`src/design/cfv_pkg.sv`:
```
package cfv_pkg;

   localparam int unsigned FRAME_LEN = 20;
   localparam logic [7:0] FRAME_LEN_BYTE = 8'd20;

   typedef enum logic [1:0] {
      ACT_BYTE  = 2'd0,
      ACT_GAP   = 2'd1,
      ACT_TABLE = 2'd2,
      ACT_NONE  = 2'd3
   } action_type;

   typedef enum logic [3:0] {
      V_SYNC      = 4'd0,
      V_LENGTH    = 4'd1,
      V_SUM       = 4'd2,
      V_OPCODE    = 4'd3,
      V_ARG       = 4'd4,
      V_REPLAY    = 4'd5,
      V_QUEUE     = 4'd6,
      V_NOT_ARMED = 4'd7,
      V_ACCEPTED  = 4'd8
   } verdict_type;

   typedef enum logic [2:0] {
      CSR_ENABLE  = 3'd0,
      CSR_SYNC    = 3'd1,
      CSR_ARMED   = 3'd2,
      CSR_ENTRIES = 3'd3,
      CSR_CEILING = 3'd4
   } csr_index_type;

   typedef enum logic [2:0] {
      ST_IDLE,
      ST_SEARCH,
      ST_READ,
      ST_DECIDE,
      ST_COUNT,
      ST_OUT
   } state_type;

   typedef struct packed {
      logic       store_byte;
      logic       clear_fill;
      logic       start_search;
      logic       step_search;
      logic       decide;
      logic       truncated;
      logic       count;
   } ctrl_type;

   typedef struct packed {
      logic       fill_nonzero;
      logic       frame_full;
      logic       search_done;
      logic       pre_fail;
   } stat_type;

endpackage

```
`src/design/cfv_if.sv`:
```
interface cfv_req_if;
   logic        valid;
   logic        ready;
   logic [1:0]  action;
   logic [7:0]  byte_value;
   logic        queue_has_room;
   logic [3:0]  entry_index;
   logic [7:0]  entry_opcode;
   logic [31:0] entry_arg_min;
   logic [31:0] entry_arg_max;
   logic        entry_critical;
   modport source (output valid, action, byte_value, queue_has_room, entry_index,
      entry_opcode, entry_arg_min, entry_arg_max, entry_critical, input ready);
   modport sink (input valid, action, byte_value, queue_has_room, entry_index,
      entry_opcode, entry_arg_min, entry_arg_max, entry_critical, output ready);
endinterface

interface cfv_rsp_if;
   logic        valid;
   logic        ready;
   logic [3:0]  verdict;
   logic [7:0]  cmd_opcode;
   logic [31:0] exec_time;
   logic [31:0] argument;
   logic [31:0] frame_counter;
   logic        first_of_reason;
   logic [31:0] examined_count;
   logic [31:0] accepted_count;
   logic [31:0] reason_count;
   modport source (output valid, verdict, cmd_opcode, exec_time, argument, frame_counter,
      first_of_reason, examined_count, accepted_count, reason_count, input ready);
   modport sink (input valid, verdict, cmd_opcode, exec_time, argument, frame_counter,
      first_of_reason, examined_count, accepted_count, reason_count, output ready);
endinterface

interface cfv_csr_if;
   logic        valid;
   logic        ready;
   logic [2:0]  index;
   logic [31:0] data;
   modport source (output valid, index, data, input ready);
   modport sink (input valid, index, data, output ready);
endinterface

```
`src/design/cfv_ram.sv`:
```
module cfv_ram #(
   parameter int WIDTH = 8,
   parameter int DEPTH = 16
) (
   input  logic                                     clock,
   input  logic                                     wr_en,
   input  logic [$clog2(DEPTH > 1 ? DEPTH : 2)-1:0] wr_addr,
   input  logic [WIDTH-1:0]                         wr_data,
   input  logic [$clog2(DEPTH > 1 ? DEPTH : 2)-1:0] rd_addr,
   output logic [WIDTH-1:0]                         rd_data
);
   logic [WIDTH-1:0] mem_ff [DEPTH];
   logic [WIDTH-1:0] rd_data_ff;

   always_ff @(posedge clock) begin
      if (wr_en) begin
         mem_ff[wr_addr] <= wr_data;
      end
      rd_data_ff <= mem_ff[rd_addr];
   end

   assign rd_data = rd_data_ff;
endmodule

```
`src/design/cfv_ctrl.sv`:
```
module cfv_ctrl
   import cfv_pkg::*;
(
   input  logic      clock,
   input  logic      reset,
   input  logic      enable,
   input  logic      req_valid,
   input  logic [1:0] req_action,
   output logic      req_ready,
   output logic      rsp_valid,
   input  logic      rsp_ready,
   input  stat_type  stat,
   output ctrl_type  ctrl
);
   state_type state_ff, state_in;
   logic      take;

   always_ff @(posedge clock) begin
      if (reset) begin
         state_ff <= ST_IDLE;
      end else begin
         state_ff <= state_in;
      end
   end

   always_comb begin
      state_in  = state_ff;
      ctrl      = '0;
      req_ready = (state_ff == ST_IDLE);
      rsp_valid = (state_ff == ST_OUT);
      take      = req_valid && req_ready && enable;
      unique case (state_ff)
         ST_IDLE: begin
            if (take && req_action == ACT_GAP && stat.fill_nonzero) begin
               ctrl.clear_fill = 1'b1;
               ctrl.truncated  = 1'b1;
               state_in        = ST_COUNT;
            end else if (take && req_action == ACT_BYTE) begin
               ctrl.store_byte = 1'b1;
               if (stat.frame_full) begin
                  ctrl.start_search = 1'b1;
                  state_in          = ST_SEARCH;
               end
            end
         end
         ST_SEARCH: begin
            ctrl.step_search = 1'b1;
            if (stat.pre_fail || stat.search_done) begin
               state_in = ST_READ;
            end
         end
         ST_READ: begin
            state_in = ST_DECIDE;
         end
         ST_DECIDE: begin
            ctrl.decide = 1'b1;
            state_in    = ST_COUNT;
         end
         ST_COUNT: begin
            ctrl.count = 1'b1;
            state_in   = ST_OUT;
         end
         ST_OUT: begin
            if (rsp_ready) begin
               state_in = ST_IDLE;
            end
         end
         default: state_in = ST_IDLE;
      endcase
   end
endmodule

```
`src/design/cfv_datapath.sv`:
```
module cfv_datapath
   import cfv_pkg::*;
#(
   parameter int TABLE_ENTRIES = 16
) (
   input  logic        clock,
   input  logic        reset,
   input  ctrl_type    ctrl,
   output stat_type    stat,
   input  logic        req_valid,
   input  logic        req_ready,
   input  logic [1:0]  req_action,
   input  logic [7:0]  req_byte_value,
   input  logic        req_queue_has_room,
   input  logic [3:0]  req_entry_index,
   input  logic [7:0]  req_entry_opcode,
   input  logic [31:0] req_entry_arg_min,
   input  logic [31:0] req_entry_arg_max,
   input  logic        req_entry_critical,
   input  logic [31:0] sync_word,
   input  logic [7:0]  armed_opcode,
   input  logic [4:0]  entries_in_use,
   input  logic [31:0] count_ceiling,
   output logic [3:0]  verdict,
   output logic [7:0]  cmd_opcode,
   output logic [31:0] exec_time,
   output logic [31:0] argument,
   output logic [31:0] frame_counter,
   output logic        first_of_reason,
   output logic [31:0] examined_count,
   output logic [31:0] accepted_count,
   output logic [31:0] reason_count
);
   localparam int AW = (TABLE_ENTRIES > 1) ? $clog2(TABLE_ENTRIES) : 1;
   localparam int CW = $clog2(TABLE_ENTRIES + 1);

   logic [7:0]  frame_ff [FRAME_LEN];
   logic [4:0]  fill_ff;
   logic [15:0] sum_ff, sum_in;
   logic [31:0] last_ff, examined_ff, accepted_ff;
   logic [31:0] rej_ff [8];
   logic [7:0]  mask_ff;
   logic [CW-1:0] idx_ff;
   logic [CW-1:0] limit;
   logic        room_ff;
   logic [3:0]  verdict_ff, verdict_in;
   logic        first_ff;
   logic [31:0] reason_ff;
   logic        hit_ff;
   logic [AW-1:0] hit_idx_ff;
   logic        trunc_ff;

   logic          tbl_we;
   logic [AW-1:0] tbl_waddr, tbl_raddr;
   logic [8:0]    key_rd;
   logic [63:0]   rng_rd;
   logic [8:0]    scan_key;
   logic [16:0]   acc;
   logic [31:0]   sync_v, sum_v;
   logic          in_range_idx, key_hit;

   assign tbl_we    = req_valid && req_ready && req_action == ACT_TABLE
                      && ({28'd0, req_entry_index} < 32'(TABLE_ENTRIES));
   assign tbl_waddr = AW'(req_entry_index);
   assign limit     = ({27'd0, entries_in_use} > 32'(TABLE_ENTRIES)) ? CW'(TABLE_ENTRIES)
                                                                      : CW'(entries_in_use);

   cfv_ram #(.WIDTH(9), .DEPTH(TABLE_ENTRIES)) u_keys (
      .clock(clock), .wr_en(tbl_we), .wr_addr(tbl_waddr),
      .wr_data({req_entry_critical, req_entry_opcode}),
      .rd_addr(tbl_raddr), .rd_data(key_rd));

   cfv_ram #(.WIDTH(9), .DEPTH(TABLE_ENTRIES)) u_scan (
      .clock(clock), .wr_en(tbl_we), .wr_addr(tbl_waddr),
      .wr_data({req_entry_critical, req_entry_opcode}),
      .rd_addr(AW'(idx_ff)), .rd_data(scan_key));

   cfv_ram #(.WIDTH(64), .DEPTH(TABLE_ENTRIES)) u_ranges (
      .clock(clock), .wr_en(tbl_we), .wr_addr(tbl_waddr),
      .wr_data({req_entry_arg_max, req_entry_arg_min}),
      .rd_addr(tbl_raddr), .rd_data(rng_rd));

   assign tbl_raddr  = hit_idx_ff;

   // scan pipeline: idx_ff addresses, key arrives in the next cycle for idx_ff-1
   logic          scan_valid_ff;
   logic [CW-1:0] scan_idx_ff;

   assign in_range_idx = scan_valid_ff && (scan_idx_ff < limit);
   assign key_hit      = in_range_idx && (scan_key[7:0] == frame_ff[9]);

   assign sync_v = {frame_ff[3], frame_ff[2], frame_ff[1], frame_ff[0]};
   assign sum_v  = {16'd0, frame_ff[19], frame_ff[18]};

   assign stat.fill_nonzero = (fill_ff != 5'd0);
   assign stat.frame_full   = (fill_ff == 5'(FRAME_LEN - 1));
   assign stat.search_done  = hit_ff || key_hit
                              || (scan_valid_ff && scan_idx_ff >= limit);
   assign stat.pre_fail     = (sync_v != sync_word) || (frame_ff[8] != FRAME_LEN_BYTE)
                              || (sum_v[15:0] != ~sum_ff);

   assign acc    = {1'b0, sum_ff} + {9'd0, req_byte_value};
   assign sum_in = acc[15:0] + {15'd0, acc[16]};

   logic [31:0] cnt_w, arg_w;
   assign cnt_w = {frame_ff[7], frame_ff[6], frame_ff[5], frame_ff[4]};
   assign arg_w = {frame_ff[17], frame_ff[16], frame_ff[15], frame_ff[14]};

   always_comb begin
      verdict_in = V_ACCEPTED;
      if (sync_v != sync_word) verdict_in = V_SYNC;
      else if (frame_ff[8] != FRAME_LEN_BYTE) verdict_in = V_LENGTH;
      else if (sum_v[15:0] != ~sum_ff) verdict_in = V_SUM;
      else if (!hit_ff) verdict_in = V_OPCODE;
      else if (arg_w < rng_rd[31:0] || arg_w > rng_rd[63:32]) verdict_in = V_ARG;
      else if (cnt_w <= last_ff) verdict_in = V_REPLAY;
      else if (key_rd[8] && armed_opcode != frame_ff[9]) verdict_in = V_NOT_ARMED;
      else if (!room_ff) verdict_in = V_QUEUE;
   end

   logic [2:0]  why;
   logic [31:0] rej_cur;
   assign why     = verdict_ff[2:0];
   assign rej_cur = rej_ff[why];

   always_ff @(posedge clock) begin
      if (reset) begin
         fill_ff       <= '0;
         sum_ff        <= '0;
         last_ff       <= '0;
         examined_ff   <= '0;
         accepted_ff   <= '0;
         mask_ff       <= '0;
         scan_valid_ff <= 1'b0;
         hit_ff        <= 1'b0;
         trunc_ff      <= 1'b0;
         for (int k = 0; k < 8; k++) rej_ff[k] <= '0;
      end else begin
         if (ctrl.store_byte) begin
            frame_ff[fill_ff] <= req_byte_value;
            room_ff           <= req_queue_has_room;
            if (fill_ff < 5'd18) begin
               sum_ff <= (fill_ff == 5'd0) ? {8'd0, req_byte_value} : sum_in;
            end
            fill_ff <= ctrl.start_search ? 5'd0 : fill_ff + 5'd1;
         end
         if (ctrl.clear_fill) begin
            fill_ff    <= '0;
            verdict_ff <= V_LENGTH;
         end
         if (ctrl.start_search) begin
            idx_ff        <= '0;
            scan_valid_ff <= 1'b0;
            hit_ff        <= 1'b0;
         end
         if (ctrl.step_search) begin
            idx_ff        <= idx_ff + 1'b1;
            scan_idx_ff   <= idx_ff;
            scan_valid_ff <= 1'b1;
            if (key_hit && !hit_ff) begin
               hit_ff     <= 1'b1;
               hit_idx_ff <= AW'(scan_idx_ff);
            end
         end
         if (ctrl.decide) begin
            verdict_ff <= verdict_in;
         end
         if (ctrl.count) begin
            if (examined_ff < count_ceiling) examined_ff <= examined_ff + 1'b1;
            if (verdict_ff == V_ACCEPTED) begin
               last_ff <= cnt_w;
               if (accepted_ff < count_ceiling) accepted_ff <= accepted_ff + 1'b1;
               first_ff  <= 1'b0;
               reason_ff <= '0;
            end else begin
               first_ff  <= !mask_ff[why];
               mask_ff[why] <= 1'b1;
               if (rej_cur < count_ceiling) begin
                  rej_ff[why] <= rej_cur + 1'b1;
                  reason_ff   <= rej_cur + 1'b1;
               end else begin
                  reason_ff <= rej_cur;
               end
            end
         end
         if (ctrl.store_byte || ctrl.clear_fill) begin
            trunc_ff <= ctrl.truncated;
         end
      end
   end

   assign verdict         = verdict_ff;
   assign first_of_reason = first_ff;
   assign reason_count    = reason_ff;
   assign examined_count  = examined_ff;
   assign accepted_count  = accepted_ff;
   assign cmd_opcode      = trunc_ff ? 8'd0 : frame_ff[9];
   assign exec_time       = trunc_ff ? 32'd0
                            : {frame_ff[13], frame_ff[12], frame_ff[11], frame_ff[10]};
   assign argument        = trunc_ff ? 32'd0 : arg_w;
   assign frame_counter   = trunc_ff ? 32'd0 : cnt_w;
endmodule

```
`src/design/command_frame_validator_core.sv`:
```
// A frame's result passes ST_SEARCH, ST_READ, ST_DECIDE and ST_COUNT before ST_OUT offers it.
// A truncated frame's result goes from the gap transfer through ST_COUNT to ST_OUT.
// Throughput: one byte per cycle while assembling; the opcode table walk reads one
// table entry per cycle and sets the per-frame time.
// Reset: synchronous, active high; counters, fill count and the CSR registers clear,
// count_ceiling resets to all ones. Table contents are undefined until written.
module command_frame_validator_core
   import cfv_pkg::*;
#(
   parameter int TABLE_ENTRIES = 16
) (
   input logic  clock,
   input logic  reset,
   cfv_req_if.sink   req,
   cfv_rsp_if.source rsp,
   cfv_csr_if.sink   csr
);
   logic        enable_ff;
   logic [31:0] sync_ff, ceiling_ff;
   logic [7:0]  armed_ff;
   logic [4:0]  entries_ff;
   ctrl_type    ctrl;
   stat_type    stat;

   assign csr.ready = 1'b1;

   always_ff @(posedge clock) begin
      if (reset) begin
         enable_ff  <= 1'b0;
         sync_ff    <= '0;
         armed_ff   <= '0;
         entries_ff <= '0;
         ceiling_ff <= '1;
      end else if (csr.valid) begin
         unique case (csr.index)
            CSR_ENABLE:  enable_ff  <= csr.data[0];
            CSR_SYNC:    sync_ff    <= csr.data;
            CSR_ARMED:   armed_ff   <= csr.data[7:0];
            CSR_ENTRIES: entries_ff <= csr.data[4:0];
            CSR_CEILING: ceiling_ff <= csr.data;
            default: ;
         endcase
      end
   end

   cfv_ctrl u_ctrl (
      .clock(clock), .reset(reset), .enable(enable_ff),
      .req_valid(req.valid), .req_action(req.action), .req_ready(req.ready),
      .rsp_valid(rsp.valid), .rsp_ready(rsp.ready), .stat(stat), .ctrl(ctrl));

   cfv_datapath #(.TABLE_ENTRIES(TABLE_ENTRIES)) u_dp (
      .clock(clock), .reset(reset), .ctrl(ctrl), .stat(stat),
      .req_valid(req.valid), .req_ready(req.ready), .req_action(req.action),
      .req_byte_value(req.byte_value), .req_queue_has_room(req.queue_has_room),
      .req_entry_index(req.entry_index), .req_entry_opcode(req.entry_opcode),
      .req_entry_arg_min(req.entry_arg_min), .req_entry_arg_max(req.entry_arg_max),
      .req_entry_critical(req.entry_critical),
      .sync_word(sync_ff), .armed_opcode(armed_ff), .entries_in_use(entries_ff),
      .count_ceiling(ceiling_ff),
      .verdict(rsp.verdict), .cmd_opcode(rsp.cmd_opcode), .exec_time(rsp.exec_time),
      .argument(rsp.argument), .frame_counter(rsp.frame_counter),
      .first_of_reason(rsp.first_of_reason), .examined_count(rsp.examined_count),
      .accepted_count(rsp.accepted_count), .reason_count(rsp.reason_count));
endmodule

```
`src/flat_wrapper.sv`:
```
// flat-port wrapper written by rule: the top's interface ports become plain ports
module command_frame_validator_core_flat import cfv_pkg::*;
#(
   parameter int TABLE_ENTRIES = 16
)
  (clock, reset, req_valid, req_action, req_byte_value, req_queue_has_room, req_entry_index, req_entry_opcode, req_entry_arg_min, req_entry_arg_max, req_entry_critical, req_ready, rsp_valid, rsp_verdict, rsp_cmd_opcode, rsp_exec_time, rsp_argument, rsp_frame_counter, rsp_first_of_reason, rsp_examined_count, rsp_accepted_count, rsp_reason_count, rsp_ready, csr_valid, csr_index, csr_data, csr_ready);
  cfv_req_if req_i ();
  cfv_rsp_if rsp_i ();
  cfv_csr_if csr_i ();
  input logic clock;
  input logic reset;
  input wire logic [$bits(req_i.valid)-1:0] req_valid;
  input wire logic [$bits(req_i.action)-1:0] req_action;
  input wire logic [$bits(req_i.byte_value)-1:0] req_byte_value;
  input wire logic [$bits(req_i.queue_has_room)-1:0] req_queue_has_room;
  input wire logic [$bits(req_i.entry_index)-1:0] req_entry_index;
  input wire logic [$bits(req_i.entry_opcode)-1:0] req_entry_opcode;
  input wire logic [$bits(req_i.entry_arg_min)-1:0] req_entry_arg_min;
  input wire logic [$bits(req_i.entry_arg_max)-1:0] req_entry_arg_max;
  input wire logic [$bits(req_i.entry_critical)-1:0] req_entry_critical;
  output wire logic [$bits(req_i.ready)-1:0] req_ready;
  output wire logic [$bits(rsp_i.valid)-1:0] rsp_valid;
  output wire logic [$bits(rsp_i.verdict)-1:0] rsp_verdict;
  output wire logic [$bits(rsp_i.cmd_opcode)-1:0] rsp_cmd_opcode;
  output wire logic [$bits(rsp_i.exec_time)-1:0] rsp_exec_time;
  output wire logic [$bits(rsp_i.argument)-1:0] rsp_argument;
  output wire logic [$bits(rsp_i.frame_counter)-1:0] rsp_frame_counter;
  output wire logic [$bits(rsp_i.first_of_reason)-1:0] rsp_first_of_reason;
  output wire logic [$bits(rsp_i.examined_count)-1:0] rsp_examined_count;
  output wire logic [$bits(rsp_i.accepted_count)-1:0] rsp_accepted_count;
  output wire logic [$bits(rsp_i.reason_count)-1:0] rsp_reason_count;
  input wire logic [$bits(rsp_i.ready)-1:0] rsp_ready;
  input wire logic [$bits(csr_i.valid)-1:0] csr_valid;
  input wire logic [$bits(csr_i.index)-1:0] csr_index;
  input wire logic [$bits(csr_i.data)-1:0] csr_data;
  output wire logic [$bits(csr_i.ready)-1:0] csr_ready;
  assign req_i.valid = req_valid;
  assign req_i.action = req_action;
  assign req_i.byte_value = req_byte_value;
  assign req_i.queue_has_room = req_queue_has_room;
  assign req_i.entry_index = req_entry_index;
  assign req_i.entry_opcode = req_entry_opcode;
  assign req_i.entry_arg_min = req_entry_arg_min;
  assign req_i.entry_arg_max = req_entry_arg_max;
  assign req_i.entry_critical = req_entry_critical;
  assign req_ready = req_i.ready;
  assign rsp_valid = rsp_i.valid;
  assign rsp_verdict = rsp_i.verdict;
  assign rsp_cmd_opcode = rsp_i.cmd_opcode;
  assign rsp_exec_time = rsp_i.exec_time;
  assign rsp_argument = rsp_i.argument;
  assign rsp_frame_counter = rsp_i.frame_counter;
  assign rsp_first_of_reason = rsp_i.first_of_reason;
  assign rsp_examined_count = rsp_i.examined_count;
  assign rsp_accepted_count = rsp_i.accepted_count;
  assign rsp_reason_count = rsp_i.reason_count;
  assign rsp_i.ready = rsp_ready;
  assign csr_i.valid = csr_valid;
  assign csr_i.index = csr_index;
  assign csr_i.data = csr_data;
  assign csr_ready = csr_i.ready;
  command_frame_validator_core #(.TABLE_ENTRIES(TABLE_ENTRIES)) u_core (.clock(clock), .reset(reset), .req(req_i), .rsp(rsp_i), .csr(csr_i));
endmodule
```
`config.mk`:
```
export PLATFORM = sky130hd
export DESIGN_NAME = command_frame_validator_core_flat
export DESIGN_NICKNAME = d
export VERILOG_FILES = /design/src/design/cfv_pkg.sv /design/src/design/cfv_if.sv /design/src/design/cfv_ram.sv /design/src/design/cfv_ctrl.sv /design/src/design/cfv_datapath.sv /design/src/design/command_frame_validator_core.sv /design/src/flat_wrapper.sv
export SDC_FILE = /design/constraint.sdc
export NUM_CORES = 2
export LEC_CHECK = 0
export ABC_AREA = 1
export ABC_CLOCK_PERIOD_IN_PS = 6700
export BUFFER_PORTS_ARGS = -buffer_cell sky130_fd_sc_hd__buf_2
export CELL_PAD_IN_SITES_DETAIL_PLACEMENT = 0
export CELL_PAD_IN_SITES_GLOBAL_PLACEMENT = 1
export CORE_UTILIZATION = 30
export CTS_CLUSTER_DIAMETER = 100
export CTS_CLUSTER_SIZE = 14
export DETAILED_ROUTE_END_ITERATION = 6
export PLACE_DENSITY = 0.62
export SLEW_MARGIN = 15
export SYNTH_ARGS = -nofsm -noshare
export SYNTH_HDL_FRONTEND = slang
export SYNTH_HIERARCHICAL = 1
export SYNTH_SLANG_ARGS = --single-unit
```
`constraint.sdc`:
```
create_clock -name clock -period 6.7 [get_ports clock]
set_input_delay 1.005 -clock clock [delete_from_list [all_inputs] [get_ports clock]]
set_output_delay 1.005 -clock clock [all_outputs]
set_load 0.01 [all_outputs]
```
Word-level counts from Yosys, hierarchy flattened
Memories as Yosys holds them, arrays and structs flattened. A register that Yosys moved wholly into a read port is not among the register bits.
Index checks and enable logic that the tools add are counted.
{ "classes": {"shift": 0, "multipliers": 0, "n_addsub": 7, "div_mod_pow": 0, "mux": 62, "order_cmp": 12, "reduce_logical": 47, "bitwise_logic": 4, "eq_ne": 22} }
{ "op_table": {"columns": ["op", "count"], "rows": [
  ["$mux 32", 5],
  ["$lt 32x32->1", 4],
  ["$add 32x1->32 const B", 3],
  ["$mux 4", 10],
  ["$gt 32x32->1", 1],
  ["$le 32x32->1", 1],
  ["$ne 32x32->1", 1],
  ["$reduce_or 32->1", 1],
  ["$mux 1", 30],
  ["$reduce_and 2->1", 14],
  ["$mux 3", 8],
  ["$mux 5", 4],
  ["$pmux 3 s6", 1],
  ["$add 16x8->17", 1],
  ["$add 16x1->16", 1],
  ["$mux 16", 1],
  ["$ne 16x16->1", 1],
  ["$not 16->16", 1],
  ["$eq 3x2->1 const B", 4],
  ["$logic_and 1x1->1", 12],
  ["$add 5x1->5 const B", 2],
  ["$eq 3x3->1 const B", 3],
  ["$eq 8x8->1", 1],
  ["$mux 8", 1],
  ["30 further kinds", 43]
]} }
{ "word_totals": {"n_memories": 5, "latchBits": 0, "wordCells": 181, "regBits": 261, "output_inout_bits": 208, "mem_bits_ro": 0, "input_bits": 128, "mem_bits_rw": 1728} }
{ "mem_list": {"columns": ["name", "words", "word_bits", "rd", "rd_clocked_by_memory_dff", "write_ports", "line_no", "text"], "rows": [
  ["u_core.u_dp.u_ranges.mem_ff", 16, 64, 1, 1, 1, "cfv_ram.sv:12", "logic [WIDTH-1:0] mem_ff [DEPTH];"],
  ["u_core.u_dp.rej_ff", 8, 32, 1, 1, 8, "cfv_datapath.sv:41", "logic [31:0] rej_ff [8];"],
  ["u_core.u_dp.frame_ff", 20, 8, 20, 0, 1, "cfv_datapath.sv:37", "logic [7:0] frame_ff [FRAME_LEN];"],
  ["u_core.u_dp.u_keys.mem_ff", 16, 9, 1, 1, 1, "cfv_ram.sv:12", null],
  ["u_core.u_dp.u_scan.mem_ff", 16, 9, 1, 1, 1, "cfv_ram.sv:12", null]
]} }

Logic depth before layout (Yosys ltp)
An unclocked memory read counts as a cell.
{ "logic_depth": {"word_depth": 12, "ltp_mapped": 23, "mapped_depth_nobuf": 22} }

Hierarchy
Netlist, hierarchy kept.
{ "modules_own_cells": {"columns": ["module", "area_each_um2", "cells_each", "n_inst"], "rows": [
  ["cfv_ram at u_core.u_dp.u_ranges", 45285.9, 4210, 1],
  ["cfv_datapath", 33519.6, 3947, 1],
  ["cfv_ram at u_core.u_dp.u_keys ...", 6502.5, 615, 2],
  ["command_frame_validator_core", 3129.3, 438, 1],
  ["cfv_ctrl", 300.3, 52, 1]
]} }

Worst setup path after synthesis
Ideal clock, no wire load.
{ "synth_path": {"path_kind": "input port to flip-flop", "startpoint": "input port req_valid", "endpoint": "memory u_core.u_dp.u_ranges.mem_ff[12][0], enable pin", "setup_ns": 0.487, "required_time_ns": 6.213, "path_stages": 4, "path_slack_ns": 1.447, "t_arrival_ns": 4.767, "path_buffers": 0, "path_cell_list": "nand2_1 nor3b_1 nand3_1 nor2_1"} }
{ "synth_via": {"elab_chain_len": 4} }
{ "synth_rtl": {"columns": ["element", "line_no", "text"], "rows": [
  ["start, declared", "flat_wrapper.sv:12", "input wire logic [$bits(req_i.valid)-1:0] req_valid;"],
  ["$logic_and 1x1->1 (2 in series)", "cfv_datapath.sv:62", "assign tbl_we = req_valid && req_ready && req_action == ACT_TABLE"],
  ["via u_core.u_dp.tbl_we", "cfv_datapath.sv:53", "logic tbl_we;"],
  ["$mux 1", "cfv_ram.sv:16", "if (wr_en) begin"],
  ["$mux 1 (implied by the code)", "cfv_ram.sv:17", "mem_ff[wr_addr] <= wr_data;"],
  ["end, declared", "cfv_ram.sv:12", null]
]} }
The timed path passes the listed nets, and every way through them passes these cells.

==> summary by stage <==
Worst setup path
Data on the critical path arrives at its endpoint at 5.71 ns. The slowest stage of the critical path belongs to the cell sky130_fd_sc_hd__buf_4. The kind of cell with the highest combined delay on the critical path is compound AO/OA/AOI/OAI gates.

The critical path goes through clkinv_2, buf_4, o21ai_0, o21ai_0, inv_1, o21ai_2, ha_1, a21oi_1, o21ai_1, nand2_1, o211ai_1, a221oi_4, a21boi_4, nand2_1, nand2_1, buf_12. The most frequent cell on the critical path is sky130_fd_sc_hd__nand2_1. The endpoint identified for the worst register-to-register timing path is u_core/u_dp/rej_ff[2][3]. Data on the critical path is required at its endpoint by just over 7 ns. The path depth of the worst reg2reg path is 16. The critical path is of the register to register type. The highest cell delay on the worst timing path is slightly above 0.7 ns. The peak fanout along the critical path is 90. The worst setup path is launched from a register. The number of buffers and inverters on the critical path is 4. The register-to-register setup slack is 1.49 ns. The worst setup path is captured at a register.

Floorplanning
The die footprint is around 0.3 sq mm. The number of rows in the core area is 199. The width of the die is 546.9 microns. The boundary pin count is 336. The initial standard-cell utilization of the core is 30.24%. The die outline height is 546.9 microns.

In this run the standard cell core region covers 0.2946 sq mm.

Placed design
Once placement completed, the tool counted placed cells totaling 13250. The number of port buffers is 334. Before CTS, the worst setup slack after placement is 1.536 ns. After detailed placement, the total cell area comes to 0.09426 sq mm. The detailed placement HPWL is 176100 microns. The weighted congestion reported at the end of routability-driven placement is 0.8753.

Finish
In the final layout, flip-flops and latches occupy 0.05484 sq mm. The end-of-flow core utilization is around 34%. The final standard cell count with taps included and fillers excluded is around 14000. The share of cells above drive strength 1 is 8.082%.

The fill cell instance count of the final layout is roughly 30000. The number of nets in the layout is 9835. The area of all placed cells without fillers is 0.09914 sq mm. The area overhead of the layout relative to synthesis is 11.30%. In the final layout, the multi-input gates occupy 0.02639 sq mm.

Flow run
The tool flagged a number of max-cap violations equal to 0.

Route
The final layout contains routed wiring with a total length of 282700 microns. The first detailed-routing pass ran for 6 iterations. The via density per instance is 4.693. Detailed routing inserted a total of 63560 vias.

The first routing iteration left 5246 violations. The count of nets left with antenna violations once routing finished came out at 0. After detailed routing, the average wire length per cell comes to 20.88 microns.

For this run, design rule violations remaining after detail routing come to 0.

Clock tree
The TritonCTS clock tree is yes. Clock latency on the worst-skew pair, taken at its later pin, is 0.88 ns. The root buffer selected by CTS is sky130_fd_sc_hd__clkbuf_16. Counting every sink on the clock net gives 1921.

The number of gates resized after cts is 0. The clock passes through at most 4 buffers. The number of buffers created by CTS is ~160. The post-CTS setup-driven buffer insertion count is 0. The clock transition at the register clock pins on the worst setup and hold paths after CTS is ~0.07 ns.

The number of buffers inserted for hold repair after clock tree synthesis is 0. The H-tree depth reported by CTS is 4.

Synthesis
After synthesis the cells add up to 0.08908 sq mm. The number of warnings printed during yosys synthesis is 6. Counting every net in the synthesized netlist gives 9658. In the synthesized netlist, the number of instances is 9318. The synthesized area per cell is roughly 9.6 sq um.

STA
The final critical path takes up 77.75% of the cycle. The worst path meets setup with 1.491 ns of slack. The clock skew is 0.07699 ns. Derived from the worst setup path, the maximum achievable clock frequency is 0.1920 GHz. The number of pins exceeding their max-slew limit in the final report came to 0. Adding up every negative setup slack in the final design gives 0 ns. For the pin with the worst max-slew slack, the measured transition is roughly 1.2 ns. The worst slew margin relative to its limit is around 18%. The number of failing hold endpoints at the final stage is 0. Setup repair after global routing left no endpoint under its margin. Final hold analysis gives a worst-case slack of about 0.42 ns. The worst path in the final design needs a cycle of 5.209 ns, including I/O delays and setup.

The final setup violation count is 0.

Min path
Counting instances, the worst hold path has a depth of 3. The launch point of the worst hold path is csr_data[22]. The min-delay analysis places its worst path in the category input port to register. The path with the worst hold slack has its endpoint at u_core/ceiling_ff[22].

Power and ir drop
The worst-case IR drop observed on VDD is 0.0001750 V. The final total power is between 20 and 25 mW. The static power due to leakage is around 42 nW.

The power density relative to cell area is approximately 230 mW/mm^2.

Status
The flow ran to the end, and the final reports show no timing, DRC or antenna violations.

GRT
The number of global-route vias before repair is 60920. The overall track demand over capacity in global routing is 18.47%. The number of antenna violations at the first check in global routing is 44. The first global-routing pass estimated 413500 microns of wire. The largest net degree at the start of global routing is between 150 and 200. The remaining global-route overflow is 0.
worst max path at each step:
stage / startpoint / depth (start not counted) / endpoint
after floorplan: req_valid / 4 / u_core/u_dp/u_ranges/mem_ff[12][0]
after global placement: register / 16 / u_core/u_dp/rej_ff[2][3]
after detailed placement: register / 15 / u_core/u_dp/rej_ff[4][3]
after CTS: register / 15 / u_core/u_dp/rej_ff[4][17]
after global routing: register / 15 / u_core/u_dp/rej_ff[2][3]
final: register / 16 / u_core/u_dp/rej_ff[2][3]
cell usage in the layout, fill, tap and decap left out, types with 15 or more instances in the layout:
cell / instances
sky130_fd_sc_hd__inv_2: 29
sky130_fd_sc_hd__edfxtp_1: 1636
sky130_fd_sc_hd__xor2_1: 88
sky130_fd_sc_hd__dfxtp_1: 282
sky130_fd_sc_hd__o21ai_1: 45
sky130_fd_sc_hd__xnor2_1: 32
sky130_fd_sc_hd__buf_2: 333
sky130_fd_sc_hd__ha_1: 211
sky130_fd_sc_hd__nand2_2: 15
sky130_fd_sc_hd__nand2_1: 2381
sky130_fd_sc_hd__nand4_1: 41
sky130_fd_sc_hd__a21oi_1: 224
sky130_fd_sc_hd__nor3_1: 59
sky130_fd_sc_hd__o21ai_0: 208
sky130_fd_sc_hd__clkbuf_1: 96
sky130_fd_sc_hd__nor2_1: 955
sky130_fd_sc_hd__buf_12: 23
sky130_fd_sc_hd__nor2_2: 23
sky130_fd_sc_hd__clkbuf_16: 171
sky130_fd_sc_hd__nor2_4: 24
sky130_fd_sc_hd__nor4_1: 34
sky130_fd_sc_hd__buf_4: 79
sky130_fd_sc_hd__inv_1: 1382
sky130_fd_sc_hd__o22ai_1: 23
sky130_fd_sc_hd__nand3_1: 1079
flip-flops by register name (all words and copies together) (netlist names), 32 cells and up, named ones only:
name	count
u_core/u_dp/last_ff	32
u_core/u_dp/reason_count	32
u_core/u_dp/accepted_count	32
u_core/u_dp/examined_count	32
u_core/u_dp/u_ranges/mem_ff	1024
u_core/u_dp/frame_ff	160
u_core/u_dp/rej_ff	256
u_core/ceiling_ff	32
u_core/sync_ff	32
u_core/u_dp/u_ranges/rd_data	64
u_core/u_dp/u_scan/mem_ff	128
report_power, final:
group / internal (mW) / total [mW] / switching [mW]
combinational: 0.129 / 0.602 / 0.473
sequential: 13.0 / 13.1 / 0.0421
clock: 4.82 / 9.27 / 4.46
area by class of cell:
class	instances	share of cell area, %
Sequential cell	1921	55.32
Multi-Input combinational cell	5548	26.62
Inverter	1425	5.451
Tap cell	3919	4.946
Clock buffer	269	4.701
Timing Repair Buffer	435	2.744
Clock inverter	16	0.1931
Antenna cell	10	0.02524
metal layers:
metal  part of all wire (%)  GRT usage, %  vias up
met5                  0.082             0        -
met4                    3.8         6.866       34
met3                    5.2         2.515      414
met2                     48         31.30     1695
met1                     43         23.94    30860
li1                       -             -    30550
worst register-to-register path, stage by stage, from the launching register on:
cell and delay [ns]:
sky130_fd_sc_hd__dfxtp_4 0.35, sky130_fd_sc_hd__clkinv_2 0.22, sky130_fd_sc_hd__buf_4 0.72, sky130_fd_sc_hd__o21ai_0 0.20
sky130_fd_sc_hd__o21ai_0 0.20, sky130_fd_sc_hd__inv_1 0.08, sky130_fd_sc_hd__o21ai_2 0.36, sky130_fd_sc_hd__ha_1 0.33
sky130_fd_sc_hd__a21oi_1 0.13, sky130_fd_sc_hd__o21ai_1 0.09, sky130_fd_sc_hd__nand2_1 0.07, sky130_fd_sc_hd__o211ai_1 0.13
sky130_fd_sc_hd__a221oi_4 0.28, sky130_fd_sc_hd__a21boi_4 0.54, sky130_fd_sc_hd__nand2_1 0.42, sky130_fd_sc_hd__nand2_1 0.47
sky130_fd_sc_hd__buf_12 0.28
No activity file was read; power rests on OpenSTA's default activity.
